## src/rtl/core/execution_slot_bitmap_allocator_defines.svh

```systemverilog
// ----------------------------------------------------------------------------
// Assertion macros for the execution slot bitmap allocator
// Concurrent checks that compile away when SYNTHESIS is defined.
// ----------------------------------------------------------------------------
`ifndef EXECUTION_SLOT_BITMAP_ALLOCATOR_DEFINES_SVH
`define EXECUTION_SLOT_BITMAP_ALLOCATOR_DEFINES_SVH

`ifndef SYNTHESIS

// The consequent must hold in the same cycle as the antecedent.
`define ESBA_ASSERT_IMP(lbl, clk, rst_n, ante, cons, msg) \
  lbl: assert property (@(posedge clk) disable iff (!rst_n) (ante) |-> (cons)) \
    else $error(msg);

// The expression must hold at every clock edge outside reset.
`define ESBA_ASSERT_ALWAYS(lbl, clk, rst_n, expr, msg) \
  lbl: assert property (@(posedge clk) disable iff (!rst_n) (expr)) \
    else $error(msg);

`else

`define ESBA_ASSERT_IMP(lbl, clk, rst_n, ante, cons, msg)
`define ESBA_ASSERT_ALWAYS(lbl, clk, rst_n, expr, msg)

`endif

`endif

```

## src/rtl/core/esba_pkg.sv

```systemverilog
// ----------------------------------------------------------------------------
// esba_pkg
// Shared types and constants of the execution slot bitmap allocator.
// ----------------------------------------------------------------------------
`timescale 1ns / 1ps
`default_nettype none

package esba_pkg;

  localparam int MAX_SLOTS_DEF = 64;
  localparam int MAP_W         = 64;
  localparam int CNT_W         = 7;
  localparam int IDX_W         = 6;
  localparam int APB_AW        = 3;
  localparam int APB_DW        = 32;

  // Word index of the slot_count register.
  localparam logic REG_SLOT_COUNT = 1'b0;

  typedef enum logic [1:0] {
    OP_RESERVE_COUNT = 2'd0,
    OP_RESERVE_INDEX = 2'd1,
    OP_FREE_INDEX    = 2'd2,
    OP_RELEASE_MASK  = 2'd3
  } op_t;

  typedef enum logic [1:0] {
    ST_OK    = 2'd0,
    ST_RANGE = 2'd1,
    ST_SHORT = 2'd2,
    ST_LARGE = 2'd3
  } status_t;

  typedef enum logic [1:0] {
    S_IDLE,
    S_SCAN,
    S_FINISH
  } seq_state_t;

  // Sequencer strobes towards the datapath.
  typedef struct packed {
    logic load;
    logic step;
    logic publish;
  } ctrl_t;

  // One slot presented to the step unit.
  typedef struct packed {
    op_t  op;
    logic occ;
    logic rel;
    logic hit;
    logic live;
    logic want;
  } step_in_t;

  typedef struct packed {
    logic occ_nxt;
    logic aff;
    logic inc;
    logic dec;
    logic take;
  } step_out_t;

endpackage

`default_nettype wire

```

## src/rtl/core/esba_step_unit.sv

```systemverilog
// ----------------------------------------------------------------------------
// esba_step_unit
// Per-slot update shared by every operation, applied to one slot a cycle.
// ----------------------------------------------------------------------------
`timescale 1ns / 1ps
`default_nettype none

module esba_step_unit (
  input  esba_pkg::step_in_t  step_in,
  output esba_pkg::step_out_t step_out
);

  always_comb begin
    step_out = '0;
    step_out.occ_nxt = step_in.occ;
    unique case (step_in.op)
      esba_pkg::OP_RESERVE_COUNT: begin
        // First fit: take a free live slot while the request is not yet met.
        step_out.take    = step_in.live & step_in.want & ~step_in.occ;
        step_out.occ_nxt = step_in.occ | step_out.take;
        step_out.aff     = step_out.take;
        step_out.dec     = step_out.take;
      end
      esba_pkg::OP_RESERVE_INDEX: begin
        step_out.aff     = step_in.hit;
        step_out.dec     = step_in.hit & ~step_in.occ;
        step_out.occ_nxt = step_in.occ | step_in.hit;
      end
      esba_pkg::OP_FREE_INDEX: begin
        step_out.aff     = step_in.hit;
        step_out.inc     = step_in.hit & step_in.occ;
        step_out.occ_nxt = step_in.occ & ~step_in.hit;
      end
      esba_pkg::OP_RELEASE_MASK: begin
        step_out.aff     = step_in.rel;
        step_out.inc     = step_in.rel & step_in.occ;
        step_out.occ_nxt = step_in.occ & ~step_in.rel;
      end
      default: begin
        step_out.occ_nxt = step_in.occ;
      end
    endcase
  end

endmodule

`default_nettype wire

```

## src/rtl/core/esba_seq.sv

```systemverilog
// ----------------------------------------------------------------------------
// esba_seq
// Sequencer: takes a transaction, walks the slots unless rejected, then hands the result on.
// ----------------------------------------------------------------------------
`timescale 1ns / 1ps
`default_nettype none

module esba_seq #(
  parameter int MAX_SLOTS = esba_pkg::MAX_SLOTS_DEF,
  localparam int SW = (MAX_SLOTS > 1) ? $clog2(MAX_SLOTS) : 1
) (
  input  logic                clk,
  input  logic                rst_n,
  input  logic                in_valid,
  output logic                in_ready,
  input  logic                reject,
  input  logic                out_valid,
  input  logic                out_ready,
  output esba_pkg::ctrl_t     ctrl,
  output logic [SW-1:0]       slot
);

  localparam logic [SW-1:0] LAST_SLOT = SW'(MAX_SLOTS - 1);

  esba_pkg::seq_state_t state_r, state_nxt;
  logic [SW-1:0]        slot_r, slot_nxt;

  always_ff @(posedge clk) begin
    if (!rst_n) begin
      state_r <= esba_pkg::S_IDLE;
      slot_r  <= '0;
    end else begin
      state_r <= state_nxt;
      slot_r  <= slot_nxt;
    end
  end

  always_comb begin
    state_nxt = state_r;
    slot_nxt  = slot_r;
    ctrl      = '0;
    in_ready  = 1'b0;
    unique case (state_r)
      esba_pkg::S_IDLE: begin
        in_ready = 1'b1;
        if (in_valid) begin
          ctrl.load = 1'b1;
          slot_nxt  = '0;
          // A rejected transaction changes nothing, so no walk is needed.
          state_nxt = reject ? esba_pkg::S_FINISH : esba_pkg::S_SCAN;
        end
      end
      esba_pkg::S_SCAN: begin
        ctrl.step = 1'b1;
        if (slot_r == LAST_SLOT) begin
          slot_nxt  = '0;
          state_nxt = esba_pkg::S_FINISH;
        end else begin
          slot_nxt = slot_r + SW'(1);
        end
      end
      esba_pkg::S_FINISH: begin
        if (!out_valid || out_ready) begin
          ctrl.publish = 1'b1;
          state_nxt    = esba_pkg::S_IDLE;
        end
      end
      default: begin
        state_nxt = esba_pkg::S_IDLE;
      end
    endcase
  end

  assign slot = slot_r;

endmodule

`default_nettype wire

```

## src/rtl/core/execution_slot_bitmap_allocator.sv

```systemverilog
// ----------------------------------------------------------------------------
// execution_slot_bitmap_allocator
// First-fit slot allocator over an occupancy bitmap with a free-slot count.
//
// A transaction that is rejected (out of range, too few free slots or a
// release mask reaching past the slots in use) changes nothing and skips the
// walk, going from acceptance straight to the finish state, where its result
// register is written once the output register is free. Every other
// transaction walks the whole bitmap through a single-slot update unit, one
// slot per cycle, before it reaches the finish state. The input is not ready
// from acceptance until the result register is written. A finished result is
// held in an output register, and the next transaction may be accepted while
// it waits, but that transaction cannot finish until the waiting result has
// been taken. Writing slot_count frees every slot at once; no clearing pass
// follows.
// ----------------------------------------------------------------------------
`timescale 1ns / 1ps
`default_nettype none
`include "execution_slot_bitmap_allocator_defines.svh"

module execution_slot_bitmap_allocator #(
  parameter int MAX_SLOTS = esba_pkg::MAX_SLOTS_DEF
) (
  input  logic                              clk,
  input  logic                              rst_n,

  input  logic                              psel,
  input  logic                              penable,
  input  logic                              pwrite,
  input  logic [esba_pkg::APB_AW-1:0]       paddr,
  input  logic [esba_pkg::APB_DW-1:0]       pwdata,
  output logic [esba_pkg::APB_DW-1:0]       prdata,
  output logic                              pready,

  input  logic                              in_valid,
  output logic                              in_ready,
  input  logic [1:0]                        in_op,
  input  logic [esba_pkg::CNT_W-1:0]        in_count,
  input  logic [esba_pkg::IDX_W-1:0]        in_slot_index,
  input  logic [esba_pkg::MAP_W-1:0]        in_release_mask,

  output logic                              out_valid,
  input  logic                              out_ready,
  output logic [1:0]                        out_status,
  output logic [esba_pkg::MAP_W-1:0]        out_affected_mask,
  output logic [esba_pkg::MAP_W-1:0]        out_occupied_map,
  output logic [esba_pkg::CNT_W-1:0]        out_free_slots
);

  localparam int CW = esba_pkg::CNT_W;
  localparam int MW = esba_pkg::MAP_W;
  localparam int SW = (MAX_SLOTS > 1) ? $clog2(MAX_SLOTS) : 1;
  localparam logic [CW-1:0] SLOT_LIMIT = CW'(MAX_SLOTS);

  // Configuration and allocator state.
  logic [CW-1:0]        slot_count_r;
  logic [MAX_SLOTS-1:0] occ_r;
  logic [CW-1:0]        free_r;

  // Transaction held during the walk.
  esba_pkg::op_t        op_r;
  esba_pkg::status_t    status_r;
  logic [CW-1:0]        count_r;
  logic [esba_pkg::IDX_W-1:0] idx_r;
  logic [MAX_SLOTS-1:0] rel_r;
  logic [MAX_SLOTS-1:0] aff_r;
  logic [CW-1:0]        got_r;

  // Output register.
  logic                 out_valid_r;
  esba_pkg::status_t    out_status_r;
  logic [MW-1:0]        out_aff_r;
  logic [MW-1:0]        out_occ_r;
  logic [CW-1:0]        out_free_r;

  logic [CW-1:0]        live_n;
  logic [MW-1:0]        live_mask;
  logic                 cfg_we;
  esba_pkg::op_t        in_op_c;
  esba_pkg::status_t    status_nxt;
  esba_pkg::ctrl_t      ctrl;
  logic [SW-1:0]        slot;
  esba_pkg::step_in_t   step_in;
  esba_pkg::step_out_t  step_out;

  // ---------------------------------------------------------------- config
  assign pready = 1'b1;
  assign cfg_we = psel & penable & pwrite & (paddr[2] == esba_pkg::REG_SLOT_COUNT);
  assign prdata = (paddr[2] == esba_pkg::REG_SLOT_COUNT) ?
                  esba_pkg::APB_DW'(slot_count_r) : '0;

  assign live_n = (slot_count_r > SLOT_LIMIT) ? SLOT_LIMIT : slot_count_r;

  always_comb begin
    for (int j = 0; j < MW; j++) begin
      live_mask[j] = (CW'(j) < live_n);
    end
  end

  // ------------------------------------------------------------ admission
  assign in_op_c = esba_pkg::op_t'(in_op);

  always_comb begin
    status_nxt = esba_pkg::ST_OK;
    case (in_op_c) inside
      esba_pkg::OP_RESERVE_COUNT: begin
        if (free_r < in_count) status_nxt = esba_pkg::ST_SHORT;
      end
      esba_pkg::OP_RESERVE_INDEX, esba_pkg::OP_FREE_INDEX: begin
        if (CW'(in_slot_index) >= live_n) status_nxt = esba_pkg::ST_RANGE;
      end
      default: begin
        if (|(in_release_mask & ~live_mask)) status_nxt = esba_pkg::ST_LARGE;
      end
    endcase
  end

  esba_seq #(
    .MAX_SLOTS (MAX_SLOTS)
  ) u_seq (
    .clk       (clk),
    .rst_n     (rst_n),
    .in_valid  (in_valid),
    .in_ready  (in_ready),
    .reject    (status_nxt != esba_pkg::ST_OK),
    .out_valid (out_valid_r),
    .out_ready (out_ready),
    .ctrl      (ctrl),
    .slot      (slot)
  );

  // -------------------------------------------------------------- walk
  // The bitmap rotates right by one slot a cycle, so the slot being worked
  // on always sits at bit 0 and the word is back in order after a full turn.
  always_comb begin
    step_in.op   = op_r;
    step_in.occ  = occ_r[0];
    step_in.rel  = rel_r[0];
    step_in.hit  = (CW'(slot) == CW'(idx_r));
    step_in.live = (CW'(slot) < live_n);
    step_in.want = (got_r < count_r);
  end

  esba_step_unit u_step (
    .step_in  (step_in),
    .step_out (step_out)
  );

  always_ff @(posedge clk) begin
    if (!rst_n) begin
      slot_count_r <= '0;
      occ_r        <= '0;
      free_r       <= '0;
    end else if (cfg_we) begin
      slot_count_r <= pwdata[CW-1:0];
      occ_r        <= '0;
      free_r       <= (pwdata[CW-1:0] > SLOT_LIMIT) ? SLOT_LIMIT : pwdata[CW-1:0];
    end else if (ctrl.step) begin
      occ_r  <= (occ_r >> 1) | (MAX_SLOTS'(step_out.occ_nxt) << (MAX_SLOTS - 1));
      free_r <= free_r + CW'(step_out.inc) - CW'(step_out.dec);
    end
  end

  always_ff @(posedge clk) begin
    if (ctrl.load) begin
      op_r     <= in_op_c;
      status_r <= status_nxt;
      count_r  <= in_count;
      idx_r    <= in_slot_index;
      rel_r    <= in_release_mask[MAX_SLOTS-1:0];
      aff_r    <= '0;
      got_r    <= '0;
    end else if (ctrl.step) begin
      rel_r <= rel_r >> 1;
      aff_r <= (aff_r >> 1) | (MAX_SLOTS'(step_out.aff) << (MAX_SLOTS - 1));
      got_r <= got_r + CW'(step_out.take);
    end
  end

  // ------------------------------------------------------------ result
  always_ff @(posedge clk) begin
    if (!rst_n) begin
      out_valid_r <= 1'b0;
    end else if (ctrl.publish) begin
      out_valid_r <= 1'b1;
    end else if (out_ready) begin
      out_valid_r <= 1'b0;
    end
  end

  always_ff @(posedge clk) begin
    if (ctrl.publish) begin
      out_status_r <= status_r;
      out_aff_r    <= MW'(aff_r);
      out_occ_r    <= MW'(occ_r);
      out_free_r   <= free_r;
    end
  end

  assign out_valid         = out_valid_r;
  assign out_status        = out_status_r;
  assign out_affected_mask = out_aff_r;
  assign out_occupied_map  = out_occ_r;
  assign out_free_slots    = out_free_r;

  // ---------------------------------------------------------- assertions
  `ESBA_ASSERT_ALWAYS(a_free_within_live, clk, rst_n, free_r <= live_n, "free count exceeds live slots")
  `ESBA_ASSERT_IMP(a_no_dead_occupied, clk, rst_n, !ctrl.step, (MW'(occ_r) & ~live_mask) == '0, "slot beyond slot_count is occupied")
  `ESBA_ASSERT_IMP(a_reserve_exact, clk, rst_n, ctrl.publish && op_r == esba_pkg::OP_RESERVE_COUNT && status_r == esba_pkg::ST_OK, $countones(aff_r) == int'(count_r), "reserve did not grant the requested count")
  `ESBA_ASSERT_IMP(a_reject_no_slots, clk, rst_n, ctrl.publish && status_r != esba_pkg::ST_OK, aff_r == '0, "rejected transaction reports affected slots")

endmodule

`default_nettype wire

```

## config.mk

```make
export PLATFORM = sky130hd
export DESIGN_NAME = execution_slot_bitmap_allocator
export DESIGN_NICKNAME = d
export VERILOG_FILES = /design/src/rtl/core/esba_pkg.sv /design/src/rtl/core/esba_step_unit.sv /design/src/rtl/core/esba_seq.sv /design/src/rtl/core/execution_slot_bitmap_allocator.sv
export VERILOG_INCLUDE_DIRS = /design/src /design/src/rtl/core
export SDC_FILE = /design/constraint.sdc
export NUM_CORES = 1
export LEC_CHECK = 0
export BUFFER_PORTS_ARGS = -buffer_cell sky130_fd_sc_hd__buf_2
export CORE_MARGIN = 4
export CORE_UTILIZATION = 35
export DETAILED_ROUTE_END_ITERATION = 10
export GPL_ROUTABILITY_DRIVEN = 0
export SLEW_MARGIN = 20
export SYNTH_ARGS = -nofsm -noshare
export SYNTH_HDL_FRONTEND = slang
export SYNTH_SLANG_ARGS = --single-unit
```

## constraint.sdc

```tcl
create_clock -name clk -period 13.1 [get_ports clk]
set_input_delay 2.62 -clock clk [delete_from_list [all_inputs] [get_ports clk]]
set_output_delay 2.62 -clock clk [all_outputs]
set_load 0.05 [all_outputs]
```

==> qor.csv, run 1 <==
stage,metric,value,unit
timing,relative slew slack,27.9,%
setup_path,slowest cell delay on critical path,0.27,ns
die,floorplan die width,216,um
run_status,status,"finished, final reports clean",
die,Die Ht,216,um
power_and_ir_drop,Logic pwr share,11.3,%
timing,clk_skew,0.0255,ns
detailed_routing,first-pass iteration count of the detailed router,8,
setup_path,critical path launch point type,input port,
setup_path,endpoint class of the critical path,output pin,
die,Core Box Area,42300,sq um
timing,Setup Viol. Count Final,0,
timing,"Hold Vio Cnt, Final",0,
detailed_routing,drt total wl,38000,um
yosys,Area contributors post-synth,"edfxtp_1 43%, dfxtp_1 21%, nand2_1 12%, a21oi_1 5.9%, ha_1 2.8%",
yosys,async set or reset register ratio after synthesis,0,%
final_layout,Layout Area Growth over Synthesis,20.2,%
yosys,Post-Syn Instances,1469,
detailed_routing,drc violations,0,
power_and_ir_drop,P_sw,757,uW
global_route,total gr overflow,0,
clocking,CTS root buf,clkbuf_16,
place,DP HPWL,25500,um
clocking,"Reg clk slew, reported paths",0.06,ns
global_route,initial antenna violation count,8,
yosys,Synth Cell Area,15100,sq um
place,PortBufs,239,
yosys,Yosys Warn Count,0,
global_route,vias in the first global route,10769,
final_layout,Multi-input gate area,4870,sq um
global_route,largest net degree at the start of global routing,111,
setup_path,critical path class,in -> out,
power_and_ir_drop,Clk pwr share,41.2,%
final_layout,sequential cell area,9710,sq um
power_and_ir_drop,Sw Share,26.5,%
detailed_routing,"antenna viol nets, final",0,
die,# rows,75,
yosys,leading area contributor after synthesis,edfxtp_1,
yosys,synthesized flop and latch total,376,
clocking,CTS tree,built,
detailed_routing,vias per inst,4.86,
global_route,first-pass GRT wire length,58800,um
detailed_routing,WL/cell,16.5,um
job,Max-cap violations,0,
detailed_routing,via count,11204,
yosys,"Seq/Total Area, Yosys",64.3,%
power_and_ir_drop,Worst VDD drop,0.111,mV
clocking,Resized cells post-CTS,0,
yosys,post-synth top area share,43.3,%
timing,crit share post-route,44.4,%
die,Ports,293,
yosys,Synth cell types,70,
setup_path,"Max FO, Critical Path",9,
power_and_ir_drop,Power Total,2.86,mW
setup_path,CP Data Arrival Time,3.19,ns
final_layout,nets,1842,
setup_path,Worst Path Required,10.48,ns
timing,Fmax,172,MHz
clocking,H-tree Lvls,2,
power_and_ir_drop,P_int,2.10,mW
power_and_ir_drop,PwrDens,157,nW/um^2
yosys,most common cell in the netlist,nand2_1,
yosys,syn avg cell area,10.3,sq um
setup_path,slowest library cell on the worst path,buf_2,
clocking,Num CTS Buffers,42,
clocking,post-CTS setup buffers,0,
yosys,most common library cells after synthesis,"493 x nand2_1, 218 x edfxtp_1, 178 x a21oi_1, 158 x dfxtp_1, 67 x clkbuf_1",
die,die area,46600,sq um
clocking,hold bufs inserted after CTS,0,
final_layout,Layout fillers,4106,
power_and_ir_drop,Seq pwr share,47.5,%
place,Placed Cells incl. Taps,2219,
power_and_ir_drop,Pleak,7.01,nW
clocking,clk_lat worst skew,0.57,ns
timing,slew at the pin with the worst max-slew slack,1.08,ns
yosys,"Top FF cell, synth",edfxtp_1,
timing,Final TNS setup,0,ns
setup_path,WP buf/inv,2,
final_layout,Post-Layout Cell Count,2304,
clocking,CTS max path bufs,3,
setup_path,Crit path top cell by count,buf_2,
final_layout,fraction of layout cells with a size suffix above 1,19.6,%
detailed_routing,DRT iter0 DRCs,1088,
yosys,"EDFF count, synth",218,
timing,"Slew Viols, Final",0,
timing,RSZ-0062 raised after global routing,no,
clocking,clock sink count,376,
min_path,Hold Path Class,reg -> reg,
setup_path,worst-path cell chain,buf_2 -> nor2b_1 -> buf_2,
setup_path,Top delay family on crit path,buffers and inverters,
timing,Final Critical Period,5.81,ns
die,initial core utilization,35.7,%
global_route,gr usage total,15.6,%
==> worst paths after layout <==
kind	start	end	slack, ns	cells after the start
worst max register to register	slot_count_r[2]	free_r[6]	8.36	20
worst max-delay path	paddr[2]	prdata[5]	7.29	3
worst min register to register	aff_r[44]	out_affected_mask[44]	0.43	0
worst min-delay path	aff_r[44]	out_affected_mask[44]	0.43	0
==> worst register-to-register path, stage by stage, from the launching register on <==
cell and delay, ns:
dfxtp_1 0.78, nand2b_1 0.44, ha_1 0.41, a21oi_1 0.06, nor2b_1 0.09, o21ai_0 0.07
a211o_1 0.30, o211ai_1 0.19, o31ai_1 0.17, ha_1 0.30, inv_1 0.04, ha_1 0.20
fa_1 0.41, a21o_1 0.18, a21oi_1 0.22, o21bai_1 0.10, a21oi_1 0.19, xnor2_1 0.14
nor2_1 0.06, xnor2_1 0.15, a21oi_1 0.08
==> kinds of logic after synthesis <==
kind of cell,count (synthesis),share of synthesized area [%]
other cells,2,0.0497
simple gates,615,16.8
buf+inv,141,4.25
compound gates,284,10.7
flops,376,64.3
xor+xnor,16,0.928
fa+ha+maj,35,2.95
==> power by group through the flow <==
| stage | Combinational (mW) | Clock (mW) | Sequential [mW] |
|---|---|---|---|
| 4_1_cts | 0.326 | 1.21 | 1.36 |
| 6_report | 0.323 | 1.18 | 1.36 |
| 2_1_floorplan | 0.171 | 0 | 1.45 |
| 5_1_grt | 0.353 | 1.26 | 1.36 |
| 3_3_place_gp | 0.320 | 0 | 1.38 |
| 3_5_place_dp | 0.325 | 0 | 1.38 |
==> metal layers <==
| metal | global-route usage (%) | part of all wire [%] | wire length (um) | vias to the layer above |
|---|---|---|---|---|
| met1 | 21.1 | 44 | 16800 | 5249 |
| met2 | 24.5 | 45 | 17100 | 434 |
| met3 | 3.26 | 7.6 | 2870 | 86 |
| met4 | 6.61 | 3.2 | 1230 | 2 |
| met5 | 0 | 0.029 | 11 | - |
| li1 | - | - | - | 5433 |
==> cell type report <==
cell class / count / area share [%]
flip-flops and latches: 376 / 53.4
repair buffers: 251 / 7.10
diodes: 7 / 0.0964
clock inverters: 20 / 1.12
multi-input cells: 976 / 26.8
well taps: 577 / 3.97
inverters: 39 / 0.820
clock buffers: 58 / 6.63
==> flip-flops by register name, summed over array words and instances, names as in the netlist <==
name / cells
out_affected_mask: 64
idx_r: 6
out_free_slots: 7
u_seq.state_r: 2
occ_r: 64
got_r: 7
slot_count_r: 7
out_valid: 1
aff_r: 64
op_r: 2
status_r: 2
free_r: 7
out_occupied_map: 64
rel_r: 64
u_seq.slot: 6
out_status: 2
count_r: 7
==> placed cells by master, fill, tap and decap left out, types with 6 or more instances in the layout <==
cell type    n
nor3_1       8
nor2b_1      7
nand2_1    492
nand4_1      8
buf_2      239
conb_1      26
clkinv_2     9
o211ai_1     7
nor2_1      44
o31ai_1      8
inv_1       36
nand3_1     10
buf_4       11
xnor2_1     10
ha_1        34
a21oi_1    178
edfxtp_1   218
nand2b_1    11
o21ai_0     37
clkbuf_16   44
xor2_1       6
clkbuf_1     9
diode_2      7
dfxtp_1    158
==> stage by stage <==
| stage | worst slack [ns] | hold WS [ns] | instance area (sq um) | util [%] |
|---|---|---|---|---|
| global route | 7.22 | 0.457 | 18200 | 42.9 |
| floorplan | 3.67 | 0.400 | 15200 | - |
| detailed placement | 7.26 | 0.428 | 16700 | 39.6 |
| CTS | 7.26 | 0.434 | 18100 | 42.9 |
| global placement | 7.28 | 0.415 | 16700 | 39.6 |
| finish | 7.29 | 0.431 | 18200 | 42.9 |
Power figures use the tool's default switching activity.
==> run 2: changes to the inputs <==
ABC_AREA = 1   (was default)
clock period = 5.35 ns   (was 13.1 ns; I/O delays follow)
==> run 2 against run 1 <==
Net effect: non-clock buffer count shrank 1; largest cell class unchanged; critical path type is now reg -> reg; critical endpoint is now free_r[6]; synthesized cell count up 5.5%; highest routed layer unchanged; worst setup slack worse by 6.2 ns; largest power group unchanged.
==> qor.csv, run 2 <==
stage,metric,value,unit
setup_path,slowest cell delay on critical path,0.57,ns
setup_path,crit path from,slot_count_r[2],
yosys,"Seq/Total Area, Yosys",63.8,%
timing,RSZ-0062 raised after global routing,no,
setup_path,WP buf/inv,3,
yosys,async set or reset register ratio after synthesis,0,%
setup_path,Worst R2R Start,slot_count_r[2],
global_route,vias in the first global route,11107,
timing,clk_skew,0.0114,ns
die,floorplan die width,216,um
yosys,"EDFF count, synth",218,
timing,slew at the pin with the worst max-slew slack,0.992,ns
setup_path,critical path class,reg -> reg,
power_and_ir_drop,PwrDens,533,nW/um^2
clocking,post-CTS setup buffers,0,
yosys,most common cell in the netlist,nand2_1,
clocking,CTS tree,built,
global_route,first-pass GRT wire length,57600,um
global_route,total gr overflow,0,
min_path,Hold Path Class,reg -> reg,
clocking,CTS max path bufs,3,
yosys,Synth Cell Area,15200,sq um
final_layout,"commonest non-fill, non-tap cell in the layout",nand2_1,
global_route,gr usage total,15.1,%
yosys,Synth cell types,49,
detailed_routing,WL/cell,15.3,um
final_layout,most frequent cells in the layout,"529 x nand2_1, 239 x buf_2, 218 x edfxtp_1",
timing,crit share post-route,80.4,%
yosys,synthesized flop and latch total,376,
setup_path,CP Data Arrival Time,4.76,ns
clocking,"Reg clk slew, reported paths",0.06,ns
final_layout,Post-Layout Cell Count,2392,
timing,relative slew slack,33.9,%
yosys,Post-Syn Instances,1550,
die,Ports,293,
setup_path,worst reg2reg path depth,23,
place,Placed Cells incl. Taps,2317,
yosys,most common library cells after synthesis,"530 x nand2_1, 218 x edfxtp_1, 158 x dfxtp_1, 152 x a21oi_1, 98 x inv_1",
yosys,"Top FF cell, synth",edfxtp_1,
final_layout,Antenna diodes,0,
min_path,Worst Hold Launch,status_r[0],
clocking,CTS root buf,clkbuf_16,
die,Die Ht,216,um
power_and_ir_drop,Worst VDD drop,0.230,mV
setup_path,slowest library cell on the worst path,dfxtp_1,
min_path,Worst Hold Depth,0,
power_and_ir_drop,P_sw,3.56,mW
timing,Fmax,233,MHz
die,# rows,76,
power_and_ir_drop,Logic pwr share,28.1,%
yosys,Area contributors post-synth,"edfxtp_1 43%, dfxtp_1 21%, nand2_1 13%, a21oi_1 5.0%, ha_1 2.8%",
detailed_routing,DRT iter0 DRCs,1001,
yosys,leading area contributor after synthesis,edfxtp_1,
final_layout,nets,1931,
place,DP HPWL,25200,um
setup_path,R2R Setup Slk,1.05,ns
detailed_routing,via count,11438,
place,Post-Place Cell Area,16900,sq um
detailed_routing,drc violations,0,
final_layout,fraction of layout cells with a size suffix above 1,19.5,%
run_status,status,"finished, final reports clean",
detailed_routing,drt total wl,36500,um
yosys,Yosys Warn Count,0,
global_route,largest net degree at the start of global routing,95,
setup_path,Top delay family on crit path,adder cells,
setup_path,crit path to,free_r[6],
clocking,hold bufs inserted after CTS,0,
final_layout,design area,18300,sq um
die,die area,46900,sq um
setup_path,Worst Path Required,5.81,ns
detailed_routing,vias per inst,4.78,
setup_path,"Max FO, Critical Path",9,
clocking,Resized cells post-CTS,0,
power_and_ir_drop,Clk pwr share,30.0,%
setup_path,critical path launch point type,flip-flop,
clocking,Num CTS Buffers,41,
final_layout,Layout Area Growth over Synthesis,20.4,%
timing,Final TNS setup,0,ns
power_and_ir_drop,Sw Share,36.4,%
setup_path,stages on the worst setup path,23,
power_and_ir_drop,Power Total,9.77,mW
yosys,post-synth top area share,43.0,%
detailed_routing,"antenna viol nets, final",0,
yosys,syn avg cell area,9.81,sq um
die,Core Box Area,43000,sq um
detailed_routing,first-pass iteration count of the detailed router,5,
power_and_ir_drop,Seq pwr share,41.9,%
timing,"Slew Viols, Final",0,
global_route,initial antenna violation count,3,
power_and_ir_drop,P_int,6.21,mW
clocking,clock sink count,376,
setup_path,worst-path cell chain,inv_1 -> nor2_4 -> inv_1 -> ha_1 -> nand2_1 -> o21ai_0 -> nand4_1 -> nand4_1 -> a21oi_1 -> a31o_2 -> ha_1 -> inv_1 -> ha_1 -> fa_1 -> nand2_1 -> nand2_1 -> a21oi_1 -> nor2_1 -> nor2_1 -> o21bai_1 -> a211oi_1 -> o21ai_0 -> a31oi_1,
power_and_ir_drop,Pleak,7.30,nW
timing,Final Critical Period,4.30,ns
clocking,clk_lat worst skew,0.54,ns
timing,Setup Viol. Count Final,0,
clocking,H-tree Lvls,2,
setup_path,endpoint class of the critical path,flip-flop,
timing,"Hold Vio Cnt, Final",0,
setup_path,Worst R2R End,free_r[6],
place,PortBufs,239,
job,Max-cap violations,0,
die,initial core utilization,35.4,%
-- run 2: cell count changes in the layout (fill, tap and decap cells not counted), sizes merged, moves of 9 or more --
cell    before  now
a21oi      179  153
inv         42  108
nand2      493  536
nand2b      12    0
nand3       10   41
nor2        44   67
nor2b        9    0
o21ai       39   69
-- run 2: logic make-up (layout without fill, tap and decap cells) --
logic type                 Yosys count  in the layout  share of synthesized area, %
AOI/OAI and AO/OA                  262            262                          9.39
buffers and inverters              199            432                          5.71
xor gates and xnor gates             3              3                         0.173
other                                2             26                        0.0494
DFF                                376            376                          63.8
adders and majority gates           35             35                          2.93
and+or+nand+nor                    673            673                          17.9
-- run 2: area by class of cell --
cell class / count / area, sq um
clock buffer: 58 / 1210
clock inverter: 17 / 205
fill: 4160 / 24700
inverter: 107 / 412
multi-input combinational: 999 / 4740
sequential: 376 / 9710
tap: 585 / 732
timing repair buffer: 250 / 1300
-- run 2: worst min-delay path by stage --
stage,slack [ns],endpoint
2_1_floorplan,0.40,out_status[0]
3_3_place_gp,0.41,out_status[1]
3_5_place_dp,0.41,out_status[1]
4_1_cts,0.43,out_status[0]
5_1_grt,0.44,out_status[0]
6_report,0.42,out_status[0]
-- run 2: power groups by stage --
stage | Sequential [mW] | Clock, mW | Combinational [mW]
2_1_floorplan | 4.98 | 0 | 1.23
3_3_place_gp | 4.15 | 0 | 2.73
3_5_place_dp | 4.16 | 0 | 2.78
4_1_cts | 4.10 | 3.00 | 2.79
5_1_grt | 4.15 | 3.11 | 3.00
6_report | 4.09 | 2.93 | 2.75
-- run 2: per-stage QoR --
step                setup slack (ns)  hold slack, ns  util (%)
floorplan                      0.191           0.400         -
global placement                1.25           0.411      39.3
detailed placement              1.09           0.414      39.3
CTS                             1.06           0.426      42.6
global route                   0.610           0.439      42.6
finish                          1.05           0.422      42.6
-- run 2: layer usage --
| layer | global-route usage (%) | part of all wire, % | up-vias |
|---|---|---|---|
| met5 | 0 | 0.12 | - |
| met4 | 5.72 | 3.1 | 6 |
| met3 | 3.77 | 7.1 | 81 |
| met2 | 24.7 | 46 | 355 |
| met1 | 19.4 | 43 | 5411 |
| li1 | - | - | 5585 |
-- run 2: worst register-to-register path: cells and delay by family (launching register included) --
| kind | cells | cell delay, ns |
|---|---|---|
| adders and majority gates | 4 | 1.19 |
| buffers and inverters | 3 | 0.47 |
| AOI/OAI and AO/OA | 8 | 1.18 |
| DFF | 1 | 0.57 |
| and+or+nand+nor | 8 | 0.82 |
==> run 3: changes to the inputs <==
ABC_AREA = 0   (was 1)
clock period = 4 ns   (was 5.35 ns; I/O delays follow)
==> run 3 against run 2 <==
Net effect: final area fell by 0.11%; cell count fell by 3.6%; first-iteration DRC count rose by 10%; critical path depth fell by 1; via count fell by 1.7%; register-to-register slack got worse by 0.88 ns; sequential power rose by 8.3%; wire length rose by 4.5%; largest power group unchanged.
==> qor.csv, run 3 (same netlist as run 1, synthesis figures left out) <==
stage,metric,value,unit
detailed_routing,first-pass iteration count of the detailed router,5,
clocking,CTS tree,built,
place,pre-CTS setup slack,0.131,ns
die,# rows,75,
timing,Fmax,261,MHz
die,Die Ht,216,um
detailed_routing,routed length on met1,16800,um
final_layout,most frequent cells in the layout,"492 x nand2_1, 239 x buf_2, 218 x edfxtp_1",
global_route,vias in the first global route,10412,
place,PortBufs,239,
power_and_ir_drop,Logic pwr share,11.5,%
timing,relative slew slack,34.9,%
power_and_ir_drop,Seq pwr share,46.9,%
place,Post-Place Cell Area,16900,sq um
clocking,clk_lat worst skew,0.55,ns
min_path,Hold Path Class,reg -> reg,
final_layout,"commonest non-fill, non-tap cell in the layout",nand2_1,
detailed_routing,drc violations,0,
timing,slew at the pin with the worst max-slew slack,0.976,ns
die,die area,46600,sq um
clocking,CTS max path bufs,3,
clocking,Num CTS Buffers,40,
die,initial core utilization,35.7,%
detailed_routing,WL met2,17100,um
detailed_routing,vias per inst,4.88,
power_and_ir_drop,Pleak,7.09,nW
global_route,first-pass GRT wire length,58400,um
power_and_ir_drop,P_sw,2.41,mW
detailed_routing,Routed met3 length,3350,um
setup_path,endpoint class of the critical path,flip-flop,
global_route,initial antenna violation count,6,
timing,Final Critical Period,3.83,ns
power_and_ir_drop,PwrDens,516,nW/um^2
global_route,gr usage total,15.6,%
detailed_routing,WL/cell,16.5,um
global_route,total gr overflow,0,
final_layout,design area,18300,sq um
final_layout,Post-Layout Cell Count,2306,
detailed_routing,drt total wl,38200,um
setup_path,Worst Path Required,4.42,ns
final_layout,final core occ,43.2,%
die,Core Box Area,42300,sq um
power_and_ir_drop,Clk pwr share,41.5,%
place,DP HPWL,25700,um
timing,crit share post-route,95.7,%
detailed_routing,via count,11242,
global_route,largest net degree at the start of global routing,150,
clocking,"Reg clk slew, reported paths",0.06,ns
run_status,status,"finished, final reports clean",
setup_path,R2R Setup Slk,0.17,ns
setup_path,critical path class,reg -> reg,
die,floorplan die width,216,um
timing,Setup Viol. Count Final,0,
final_layout,fraction of layout cells with a size suffix above 1,20.2,%
power_and_ir_drop,Power Total,9.45,mW
clocking,CTS root buf,clkbuf_16,
detailed_routing,DRT iter0 DRCs,1104,
power_and_ir_drop,P_int,7.04,mW
job,Max-cap violations,0,
setup_path,critical path launch point type,flip-flop,
die,Ports,293,
timing,"Hold Vio Cnt, Final",0,
setup_path,CP Data Arrival Time,4.25,ns
timing,clk_skew,0.0186,ns
power_and_ir_drop,Sw Share,25.5,%
clocking,clock sink count,376,
timing,"Slew Viols, Final",0,
detailed_routing,"antenna viol nets, final",0,
clocking,H-tree Lvls,2,
place,Placed Cells incl. Taps,2231,
final_layout,Layout Area Growth over Synthesis,21.1,%
timing,PnR worst setup slack,0.172,ns
detailed_routing,DR top layer,met5,
setup_path,"Max FO, Critical Path",6,
final_layout,Layout fillers,4094,
power_and_ir_drop,Worst VDD drop,0.253,mV
final_layout,nets,1852,
-- run 3: cell types whose count changed in the layout (fill, tap and decap cells not counted), moves of 7 or more --
| cell | delta |
|---|---|
| a21oi_1 | +25 |
| buf_4 | +11 |
| inv_1 | -61 |
| nand2_1 | -37 |
| nand2b_1 | +11 |
| nand3_1 | -29 |
| nor2_1 | -14 |
| nor2b_1 | +7 |
| o21ai_0 | -28 |
| xnor2_1 | +7 |
-- run 3: cell type report --
class | count | area (sq um) | share of cell area (%)
flip-flops and latches | 376 | 9710 | 53.1
multi-input cells | 976 | 4880 | 26.7
repair buffers | 263 | 1430 | 7.80
clock buffers | 52 | 1110 | 6.05
well taps | 577 | 722 | 3.95
clock inverters | 21 | 293 | 1.60
inverters | 39 | 149 | 0.814
diodes | 2 | 5.00 | 0.0274
-- run 3: worst max-delay path, cell delays in order (launching register included) --
cell      delay [ns]
dfxtp_2         0.35
inv_1           0.08
nand2_1         0.11
ha_1            0.29
a21o_1          0.11
a21oi_1         0.06
nor2b_1         0.09
o21ai_0         0.07
a211o_1         0.31
o211ai_1        0.15
o31ai_2         0.13
ha_1            0.29
inv_1           0.04
ha_1            0.20
fa_2            0.36
a21o_1          0.17
a21oi_2         0.16
o21bai_1        0.08
a21oi_1         0.17
xnor2_1         0.13
nor2_1          0.07
xnor2_1         0.20
a21oi_1         0.08
-- run 3: power by group through the flow --
stage / clock network [mW] / registers, mW / logic (mW)
floorplan: 0 / 4.73 / 0.562
global placement: 0 / 4.51 / 1.08
detailed placement: 0 / 4.52 / 1.09
CTS: 4.04 / 4.44 / 1.09
global route: 4.20 / 4.45 / 1.19
finish: 3.92 / 4.43 / 1.09
-- run 3: what timing repair did --
item	4_1_cts	5_1_grt
resized for setup	0	5
setup endpoints to repair	0	2
hold buffers	0	0
buffers inserted	0	0
-- run 3: metrics by stage --
| stage | hold slack, ns | TNS, ns |
|---|---|---|
| after floorplan | 0.400 | 0 |
| after global placement | 0.412 | 0 |
| after detailed placement | 0.405 | 0 |
| after CTS | 0.406 | 0 |
| after global routing | 0.413 | -0.0435 |
| final | 0.418 | 0 |
-- run 3: per-layer routing --
metal,vias to the layer above,global-route usage (%)
met2,485,24.1
li1,5435,-
met4,10,4.66
met3,67,3.71
met1,5245,21.8
met5,-,0
-- run 3: path summary, 6_finish.rpt --
check	depth (start not counted)	startpoint	end
worst max register to register	22	slot_count_r[6]	free_r[6]
worst min register to register	0	status_r[0]	out_status[0]
worst min-delay path	0	status_r[0]	out_status[0]
worst max-delay path	22	slot_count_r[6]	free_r[6]
